$ cat src/hdl/owb_pkg.sv
// ----------------------------------------------------------------------------
// owb_pkg
// Shared types and constants for the one-wire bus master.
// ----------------------------------------------------------------------------
package owb_pkg;

    localparam int unsigned REG_W    = 10;
    localparam int unsigned NUM_REGS = 7;
    localparam int unsigned ADDR_W   = 5;
    localparam int unsigned DATA_W   = 32;
    localparam int unsigned CMP_W    = 16;

    localparam logic [1:0] CMD_TICK  = 2'd0;
    localparam logic [1:0] CMD_RESET = 2'd1;
    localparam logic [1:0] CMD_BIT   = 2'd2;
    localparam logic [1:0] CMD_BYTE  = 2'd3;

    localparam logic [2:0] REG_RLOW   = 3'd0;
    localparam logic [2:0] REG_SETTLE = 3'd1;
    localparam logic [2:0] REG_TMO    = 3'd2;
    localparam logic [2:0] REG_SLOW   = 3'd3;
    localparam logic [2:0] REG_SDLY   = 3'd4;
    localparam logic [2:0] REG_REST   = 3'd5;
    localparam logic [2:0] REG_RECV   = 3'd6;

    localparam logic [REG_W-1:0] RST_RLOW   = 10'd500;
    localparam logic [REG_W-1:0] RST_SETTLE = 10'd10;
    localparam logic [REG_W-1:0] RST_TMO    = 10'd250;
    localparam logic [REG_W-1:0] RST_SLOW   = 10'd1;
    localparam logic [REG_W-1:0] RST_SDLY   = 10'd13;
    localparam logic [REG_W-1:0] RST_REST   = 10'd46;
    localparam logic [REG_W-1:0] RST_RECV   = 10'd1;

    typedef enum logic [3:0] {
        PH_IDLE,
        PH_RLOW,
        PH_RSET,
        PH_PLOW,
        PH_PHIGH,
        PH_SLOW,
        PH_SDLY,
        PH_SAMP,
        PH_REST,
        PH_RECV
    } t_phase;

    typedef struct packed {
        logic [1:0] command;
        logic [7:0] tx_byte;
        logic       line_level;
    } t_in;

    typedef struct packed {
        logic       drive_low;
        logic       busy_res;
        logic       done_res;
        logic       presence;
        logic [7:0] rx_byte;
    } t_out;

    typedef struct packed {
        logic [REG_W-1:0] reset_low_time;
        logic [REG_W-1:0] presence_settle_time;
        logic [REG_W-1:0] presence_timeout;
        logic [REG_W-1:0] slot_low_time;
        logic [REG_W-1:0] sample_delay;
        logic [REG_W-1:0] slot_rest_time;
        logic [REG_W-1:0] recovery_time;
    } t_cfg;

endpackage

$ cat src/hdl/owb_cfg.sv
// ----------------------------------------------------------------------------
// owb_cfg
// Timing register file behind an APB-style port.
// ----------------------------------------------------------------------------
module owb_cfg (
    input  logic                          i_clk,
    input  logic                          i_rst_n,
    input  logic                          psel,
    input  logic                          penable,
    input  logic                          pwrite,
    input  logic [owb_pkg::ADDR_W-1:0]    paddr,
    input  logic [owb_pkg::DATA_W-1:0]    pwdata,
    output logic [owb_pkg::DATA_W-1:0]    prdata,
    output logic                          pready,
    output owb_pkg::t_cfg                 o_cfg
);
    import owb_pkg::*;

    t_cfg       r_cfg;
    t_cfg       n_cfg;
    logic [2:0] idx;
    logic       wr_en;
    logic [REG_W-1:0] rd_val;

    assign pready = 1'b1;
    assign idx    = paddr[4:2];
    assign wr_en  = psel && penable && pwrite;

    always_comb begin
        n_cfg = r_cfg;
        if (wr_en) begin
            unique case (idx)
                REG_RLOW:   n_cfg.reset_low_time       = pwdata[REG_W-1:0];
                REG_SETTLE: n_cfg.presence_settle_time = pwdata[REG_W-1:0];
                REG_TMO:    n_cfg.presence_timeout     = pwdata[REG_W-1:0];
                REG_SLOW:   n_cfg.slot_low_time        = pwdata[REG_W-1:0];
                REG_SDLY:   n_cfg.sample_delay         = pwdata[REG_W-1:0];
                REG_REST:   n_cfg.slot_rest_time       = pwdata[REG_W-1:0];
                REG_RECV:   n_cfg.recovery_time        = pwdata[REG_W-1:0];
                default:    n_cfg = r_cfg;
            endcase
        end
    end

    always_comb begin
        unique case (idx)
            REG_RLOW:   rd_val = r_cfg.reset_low_time;
            REG_SETTLE: rd_val = r_cfg.presence_settle_time;
            REG_TMO:    rd_val = r_cfg.presence_timeout;
            REG_SLOW:   rd_val = r_cfg.slot_low_time;
            REG_SDLY:   rd_val = r_cfg.sample_delay;
            REG_REST:   rd_val = r_cfg.slot_rest_time;
            REG_RECV:   rd_val = r_cfg.recovery_time;
            default:    rd_val = '0;
        endcase
    end

    assign prdata = DATA_W'(rd_val);
    assign o_cfg  = r_cfg;

    always_ff @(posedge i_clk) begin
        if (!i_rst_n) begin
            r_cfg.reset_low_time       <= RST_RLOW;
            r_cfg.presence_settle_time <= RST_SETTLE;
            r_cfg.presence_timeout     <= RST_TMO;
            r_cfg.slot_low_time        <= RST_SLOW;
            r_cfg.sample_delay         <= RST_SDLY;
            r_cfg.slot_rest_time       <= RST_REST;
            r_cfg.recovery_time        <= RST_RECV;
        end else begin
            r_cfg <= n_cfg;
        end
    end

endmodule

$ cat src/hdl/owb_core.sv
// ----------------------------------------------------------------------------
// owb_core
// Bus sequencer: advances reset and time-slot phases one tick per step.
// ----------------------------------------------------------------------------
module owb_core #(
    parameter int unsigned COUNT_WIDTH = 10
) (
    input  logic          i_clk,
    input  logic          i_rst_n,
    input  logic          i_en,
    input  owb_pkg::t_in  i_in,
    input  owb_pkg::t_cfg i_cfg,
    output owb_pkg::t_out o_res
);
    import owb_pkg::*;

    localparam logic [CMP_W-1:0] CNT_MAX = CMP_W'((32'd1 << COUNT_WIDTH) - 32'd1);

    t_phase                 r_phase, n_phase;
    logic [1:0]             r_kind, n_kind;
    logic [COUNT_WIDTH-1:0] r_count, n_count;
    logic [2:0]             r_slot, n_slot;
    logic [7:0]             r_sr, n_sr;
    logic                   r_pres_seen, n_pres_seen;
    logic                   r_tx_bit, n_tx_bit;

    logic [REG_W-1:0]       lim_sel;
    logic [CMP_W-1:0]       lim_ext;
    logic [CMP_W-1:0]       lim;
    logic [COUNT_WIDTH-1:0] cnt_inc;
    logic [CMP_W-1:0]       cnt_ext;
    logic                   hit;
    logic                   end_slot;
    logic                   finish;
    logic                   finish_ok;
    t_out                   res;

    always_comb begin
        n_phase     = r_phase;
        n_kind      = r_kind;
        n_count     = r_count;
        n_slot      = r_slot;
        n_sr        = r_sr;
        n_pres_seen = r_pres_seen;
        n_tx_bit    = r_tx_bit;
        res         = '0;
        end_slot    = 1'b0;
        finish      = 1'b0;
        finish_ok   = 1'b0;

        if (r_phase == PH_IDLE && i_in.command != CMD_TICK) begin
            n_kind  = i_in.command;
            n_slot  = '0;
            n_count = '0;
            if (i_in.command == CMD_RESET) begin
                n_pres_seen = 1'b0;
                n_phase     = PH_RLOW;
            end else begin
                n_sr     = (i_in.command == CMD_BIT) ? {7'd0, i_in.tx_byte[0]}
                                                     : i_in.tx_byte;
                n_tx_bit = n_sr[0];
                n_phase  = PH_SLOW;
            end
        end

        case (n_phase)
            PH_RLOW:             lim_sel = i_cfg.reset_low_time;
            PH_RSET:             lim_sel = i_cfg.presence_settle_time;
            PH_PLOW, PH_PHIGH:   lim_sel = i_cfg.presence_timeout;
            PH_SLOW:             lim_sel = i_cfg.slot_low_time;
            PH_SDLY:             lim_sel = i_cfg.sample_delay;
            PH_REST:             lim_sel = i_cfg.slot_rest_time;
            PH_RECV:             lim_sel = i_cfg.recovery_time;
            default:             lim_sel = '0;
        endcase
        lim_ext = CMP_W'(lim_sel);
        lim     = (lim_ext > CNT_MAX) ? CNT_MAX : lim_ext;
        cnt_inc = n_count + 1'b1;
        cnt_ext = CMP_W'(cnt_inc);
        hit     = (cnt_ext >= lim);

        unique case (n_phase)
            PH_IDLE: begin
                n_phase = PH_IDLE;
            end
            PH_RLOW: begin
                res.drive_low = 1'b1;
                n_count       = cnt_inc;
                if (hit) begin
                    n_phase = (i_cfg.presence_settle_time != '0) ? PH_RSET : PH_PLOW;
                    n_count = '0;
                end
            end
            PH_RSET: begin
                n_count = cnt_inc;
                if (hit) begin
                    n_phase = PH_PLOW;
                    n_count = '0;
                end
            end
            PH_PLOW: begin
                if (!i_in.line_level) begin
                    n_phase = PH_PHIGH;
                    n_count = '0;
                end else begin
                    n_count = cnt_inc;
                    finish  = hit;
                end
            end
            PH_PHIGH: begin
                if (i_in.line_level) begin
                    finish    = 1'b1;
                    finish_ok = 1'b1;
                end else begin
                    n_count = cnt_inc;
                    finish  = hit;
                end
            end
            PH_SLOW: begin
                res.drive_low = 1'b1;
                n_count       = cnt_inc;
                if (hit) begin
                    n_phase = (i_cfg.sample_delay != '0) ? PH_SDLY : PH_SAMP;
                    n_count = '0;
                end
            end
            PH_SDLY: begin
                res.drive_low = ~n_tx_bit;
                n_count       = cnt_inc;
                if (hit) begin
                    n_phase = PH_SAMP;
                    n_count = '0;
                end
            end
            PH_SAMP: begin
                res.drive_low = ~n_tx_bit;
                n_sr          = {i_in.line_level, n_sr[7:1]};
                n_count       = '0;
                if (i_cfg.slot_rest_time != '0) begin
                    n_phase = PH_REST;
                end else if (i_cfg.recovery_time != '0) begin
                    n_phase = PH_RECV;
                end else begin
                    end_slot = 1'b1;
                end
            end
            PH_REST: begin
                res.drive_low = ~n_tx_bit;
                n_count       = cnt_inc;
                if (hit) begin
                    n_count = '0;
                    if (i_cfg.recovery_time != '0) begin
                        n_phase = PH_RECV;
                    end else begin
                        end_slot = 1'b1;
                    end
                end
            end
            PH_RECV: begin
                n_count = cnt_inc;
                if (hit) begin
                    n_count  = '0;
                    end_slot = 1'b1;
                end
            end
            default: begin
                n_phase = PH_IDLE;
            end
        endcase

        if (finish) begin
            n_pres_seen  = finish_ok;
            res.done_res = 1'b1;
            res.presence = finish_ok;
            n_phase      = PH_IDLE;
            n_count      = '0;
        end

        if (end_slot) begin
            n_count = '0;
            if (n_kind == CMD_BIT) begin
                res.done_res = 1'b1;
                res.rx_byte  = {7'd0, n_sr[7]};
                n_phase      = PH_IDLE;
            end else if (n_slot == 3'd7) begin
                res.done_res = 1'b1;
                res.rx_byte  = n_sr;
                n_slot       = '0;
                n_phase      = PH_IDLE;
            end else begin
                n_slot   = n_slot + 3'd1;
                n_tx_bit = n_sr[0];
                n_phase  = PH_SLOW;
            end
        end

        res.busy_res = (n_phase != PH_IDLE);
    end

    assign o_res = res;

    always_ff @(posedge i_clk) begin
        if (!i_rst_n) begin
            r_phase     <= PH_IDLE;
            r_kind      <= CMD_TICK;
            r_count     <= '0;
            r_slot      <= '0;
            r_sr        <= '0;
            r_pres_seen <= 1'b0;
            r_tx_bit    <= 1'b0;
        end else if (i_en) begin
            r_phase     <= n_phase;
            r_kind      <= n_kind;
            r_count     <= n_count;
            r_slot      <= n_slot;
            r_sr        <= n_sr;
            r_pres_seen <= n_pres_seen;
            r_tx_bit    <= n_tx_bit;
        end
    end

endmodule

$ cat src/hdl/one_wire_bus_master_unit.sv
// ----------------------------------------------------------------------------
// one_wire_bus_master_unit
// One-wire bus master: reset/presence and read/write time slots, one tick
// per transaction.
//
//   channel   direction  signals                              payload
//   in        input      i_in_valid / o_in_stall              i_in_data  (t_in)
//   out       output     o_out_valid / i_out_stall            o_out_data (t_out)
//   config    input      psel penable pwrite paddr pwdata     prdata, pready
//
// One transaction per clock sustained while the output is not stalled; each result is
// presented after its tick is accepted (input register, then result register).
// The sequencer step lies between the two registers.
// Synchronous active-low reset returns the sequencer to idle and the timing
// registers to their defaults. A stalled output holds the result register and
// then the input register; the sequencer advances only when a result can move.
// ----------------------------------------------------------------------------
module one_wire_bus_master_unit #(
    parameter int unsigned COUNT_WIDTH = 10
) (
    input  logic                          i_clk,
    input  logic                          i_rst_n,
    input  logic                          i_in_valid,
    output logic                          o_in_stall,
    input  owb_pkg::t_in                  i_in_data,
    output logic                          o_out_valid,
    input  logic                          i_out_stall,
    output owb_pkg::t_out                 o_out_data,
    input  logic                          psel,
    input  logic                          penable,
    input  logic                          pwrite,
    input  logic [owb_pkg::ADDR_W-1:0]    paddr,
    input  logic [owb_pkg::DATA_W-1:0]    pwdata,
    output logic [owb_pkg::DATA_W-1:0]    prdata,
    output logic                          pready
);
    import owb_pkg::*;

    t_cfg cfg;
    t_in  r_in;
    logic r_in_valid;
    t_out r_out;
    logic r_out_valid;
    t_out res;
    logic advance;
    logic step;

    assign advance    = !r_out_valid || !i_out_stall;
    assign step       = r_in_valid && advance;
    assign o_in_stall = r_in_valid && !advance;

    owb_cfg u_cfg (
        .i_clk   (i_clk),
        .i_rst_n (i_rst_n),
        .psel    (psel),
        .penable (penable),
        .pwrite  (pwrite),
        .paddr   (paddr),
        .pwdata  (pwdata),
        .prdata  (prdata),
        .pready  (pready),
        .o_cfg   (cfg)
    );

    owb_core #(
        .COUNT_WIDTH (COUNT_WIDTH)
    ) u_core (
        .i_clk   (i_clk),
        .i_rst_n (i_rst_n),
        .i_en    (step),
        .i_in    (r_in),
        .i_cfg   (cfg),
        .o_res   (res)
    );

    always_ff @(posedge i_clk) begin
        if (!i_rst_n) begin
            r_in_valid <= 1'b0;
        end else if (i_in_valid && !o_in_stall) begin
            r_in_valid <= 1'b1;
        end else if (advance) begin
            r_in_valid <= 1'b0;
        end
    end

    always_ff @(posedge i_clk) begin
        if (i_in_valid && !o_in_stall) begin
            r_in <= i_in_data;
        end
    end

    always_ff @(posedge i_clk) begin
        if (!i_rst_n) begin
            r_out_valid <= 1'b0;
        end else if (step) begin
            r_out_valid <= 1'b1;
        end else if (!i_out_stall) begin
            r_out_valid <= 1'b0;
        end
    end

    always_ff @(posedge i_clk) begin
        if (step) begin
            r_out <= res;
        end
    end

    assign o_out_valid = r_out_valid;
    assign o_out_data  = r_out;

endmodule

$ cat config.mk
export PLATFORM = sky130hd
export DESIGN_NAME = one_wire_bus_master_unit
export DESIGN_NICKNAME = d
export VERILOG_FILES = /design/src/hdl/owb_pkg.sv /design/src/hdl/owb_cfg.sv /design/src/hdl/owb_core.sv /design/src/hdl/one_wire_bus_master_unit.sv
export SDC_FILE = /design/constraint.sdc
export NUM_CORES = 1
export LEC_CHECK = 0
export BUFFER_PORTS_ARGS = -buffer_cell sky130_fd_sc_hd__buf_4
export CAP_MARGIN = 20
export CORE_MARGIN = 1
export CORE_UTILIZATION = 42
export CTS_CLUSTER_DIAMETER = 200
export CTS_CLUSTER_SIZE = 28
export DETAILED_ROUTE_END_ITERATION = 8
export HOLD_SLACK_MARGIN = 0.02
export SLEW_MARGIN = 20
export SYNTH_ARGS = -nofsm -noshare
export SYNTH_HDL_FRONTEND = slang
export SYNTH_SLANG_ARGS = --single-unit
$ cat constraint.sdc
create_clock -name i_clk -period 4.9 [get_ports i_clk]
set_input_delay 0.98 -clock i_clk [delete_from_list [all_inputs] [get_ports i_clk]]
set_output_delay 0.98 -clock i_clk [all_outputs]
set_load 0.02 [all_outputs]
==> flow_metrics.py <==
metrics = {
    "run_status": {
        "status": "finished clean",
    },
    "cts": {
        "root_buffer": "clkbuf_16",
        "clkSinkCount": 123,
        "numCtsBuffers": 17,
        "clk_latency_ns": 0.43,
        "clock_path_buffers": 2,
        "h-tree-depth": 4,
        "hold_buffers": 0,
        "path_clk_slew_ns": 0.06,
        "cts_tree": "built",
    },
    "synthesis": {
        "ys_seq_elements": 123,
        "ys_types": 68,
        "syn-instance-count": 807,
        "synthArstFlopShare": 0,
        "syn-cell-area_mm2": 0.00686,
        "synth-edff-count": 23,
        "seq_area_frac_synth": 0.392,
        "yosysWarnings": 0,
        "avgSynthCellArea_um2": 8.50,
        "yosys_most_used_dff": "dfxtp_1",
    },
    "power": {
        "peakVddDrop_mv": 0.239,
        "powerDensity_mw_per_mm2": 336,
        "power_leakage_nw": 3.11,
    },
    "placed_design": {
        "dpl.hpwl_um": 14100,
        "place.gp.congestion": 0.880,
        "portBuffers": 54,
        "place_inst": 1044,
    },
    "sta": {
        "period_share": 0.905,
        "fin_setup_tns_ns": 0,
        "min_period_ns": 4.43,
        "skew_ns": 0.00695,
        "maxSlewViolCount": 0,
        "hold_viol": 0,
        "fmax_mhz": 225,
        "tightest_slew_ns": 1.06,
        "rsz0062_at_grt": "false",
        "slew_headroom": 0.296,
        "setup_viol": 0,
    },
    "cells_and_area": {
        "final_nets": 916,
        "num_antenna_cells": 0,
        "drive_above_1_share": 0.169,
        "fin_cells": 1076,
        "areaGrowthSynthToFinish_pct": 16.8,
    },
    "floorplanning": {
        "die-area_mm2": 0.0169,
        "rows": 46,
        "die_y_um": 130,
        "initial_core_util": 0.430,
        "fp.dieW_um": 130,
        "core_area_mm2": 0.0159,
        "pin_count": 102,
    },
    "job": {
        "max-cap-violations": 0,
    },
    "global_route": {
        "grt_pass1_vias": 5908,
        "grt_pass1_wl_um": 32100,
        "grt_max_degree": 63,
        "antenna_found_initial": 0,
        "grt_remaining_overflow": 0,
        "grt_usage": 0.251,
    },
    "setup_path": {
        "r2r_cells": 17,
        "crit_path_max_incr_delay_ns": 0.60,
        "path_class": "reg -> reg",
        "crit_fanout": 12,
        "r2r_start": "u_core.r_phase[1]",
        "crit_top_cell": "ha_1",
        "cp.required_ns": 5.27,
        "critPathLaunchType": "register",
        "cp-end-kind": "register",
        "cp_slowest_cell": "nor4_4",
        "r2r_setup_slack_ns": 0.47,
        "crit_chain": "nor4_4, o21ai_1, buf_4, and2_1, ha_1, nor3b_1, nand3_1, xor2_1, nor2_1, ha_1, a21oi_1, o21ai_0, a31oi_2, a2bb2oi_2, or3_4, o22ai_2, a22o_1",
        "critPathArrivalTime_ns": 4.81,
        "startpoint": "u_core.r_phase[1]",
    },
    "route": {
        "route.detailed.wl_per_inst_um": 18.8,
        "vias_per_cell": 5.83,
        "vias": 6274,
        "drt_wl_total_um": 20300,
        "drt_iter0_markers": 615,
        "detail_route.first_pass.iterations": 7,
        "ant_nets": 0,
        "drc": 0,
    },
    "hold_path": {
        "holdCritStartpoint": "u_core.r_slot[2]",
        "hold_class": "reg -> reg",
        "hold_depth": 2,
    },
}
## sequential cells by signal, indices dropped and copies added (netlist names)
signal           flops
o_out_data          12
o_out_valid          1
r_in                11
r_in_valid           1
u_cfg.o_cfg         70
u_core.r_count      10
u_core.r_kind        2
u_core.r_phase       4
u_core.r_slot        3
u_core.r_sr          8
u_core.r_tx_bit      1
## layout by cell type, fill, tap and decap left out, types with 8 or more instances in the layout
cell and n:
a22o_1 11, dfxtp_1 100, a21oi_1 57, and3_1 9
a31oi_1 8, ha_1 14, inv_1 19, conb_1 23
mux2_2 16, a221oi_1 10, nand2_1 143, nor3_1 9
nor2b_1 9, buf_4 68, and2_1 9, mux2i_1 47
a222oi_1 10, clkbuf_16 18, edfxtp_1 23, nand3_1 32
nor2_1 68, o21ai_0 38
## cell type report
| type | instances | area [um2] |
|---|---|---|
| fill | 1543 | 7920 |
| multi-input combinational | 616 | 3860 |
| sequential | 123 | 2690 |
| timing repair buffer | 68 | 510 |
| clock buffer | 18 | 450 |
| tap | 216 | 270 |
| clock inverter | 14 | 159 |
| inverter | 21 | 78.8 |
## metrics by stage
stage               power, mW  cell area (um2)  setup WS (ns)  hold slack (ns)  utilization
floorplan                1.31             6940           1.15            0.437            -
global placement         1.41             7380          0.535            0.448        0.463
detailed placement       1.41             7380          0.430            0.456        0.463
CTS                      2.70             7990          0.350            0.466        0.501
global route             2.79             8020          0.139            0.488        0.503
finish                   2.70             8020          0.465            0.462        0.503
## worst paths after layout
path	to
worst min-delay path	u_core.r_slot[2]
worst max-delay path	u_core.r_count[8]
worst max register to register	u_core.r_count[8]
worst min register to register	u_core.r_slot[2]
## critical path: cells and delay by family, from the launching register on
kind                     cells  cell delay [ns]
AO/OA/AOI/OAI                7             1.57
XOR/XNOR                     1             0.17
adder cells (fa/ha/maj)      2             0.40
buffers and inverters        1             0.25
flip-flops                   1             0.45
AND/OR/NAND/NOR              6             1.52
## Yosys cell counts (10+ instances only)
library cell | n | area share
nor2_1 | 69 | 0.038
nor3_1 | 11 | 0.0080
a221oi_1 | 10 | 0.013
clkbuf_1 | 31 | 0.017
buf_4 | 24 | 0.026
a222oi_1 | 10 | 0.015
mux2_2 | 16 | 0.026
ha_1 | 14 | 0.026
edfxtp_1 | 23 | 0.10
mux2i_1 | 47 | 0.069
a21oi_1 | 57 | 0.042
nand2_1 | 143 | 0.078
nand3_1 | 32 | 0.023
inv_1 | 19 | 0.010
a22o_1 | 11 | 0.014
o21ai_0 | 38 | 0.028
dfxtp_1 | 100 | 0.29
## repair_timing
item | CTS | global route
buffers inserted | 0 | 0
endpoints found under the setup margin | 0 | 9
endpoints found under the hold margin | 0 | 0
resized for setup | 0 | 1
## layer usage
metal,global-route usage,vias to the layer above,wire (um)
li1,-,2943,-
met1,0.335,3006,8850
met2,0.395,280,9290
met3,0.0545,45,1620
met4,0.101,0,515
met5,0,-,0
## kinds of logic (layout without fill, tap and decap cells)
group	Yosys count	count (layout)	share of synthesized area
flops	123	123	0.392
compound gates	187	187	0.185
fa+ha+maj	14	14	0.0255
other cells	2	23	0.00109
simple gates	318	318	0.216
buf+inv	89	121	0.0633
xor+xnor	6	6	0.00766
mux	68	68	0.110
## where the power goes
part | total [mW] | internal [mW] | switching, mW
clock | 1.30 | 0.788 | 0.508
combinational | 0.332 | 0.116 | 0.217
sequential | 1.07 | 1.05 | 0.0152
(Power assumes the default switching activity.)
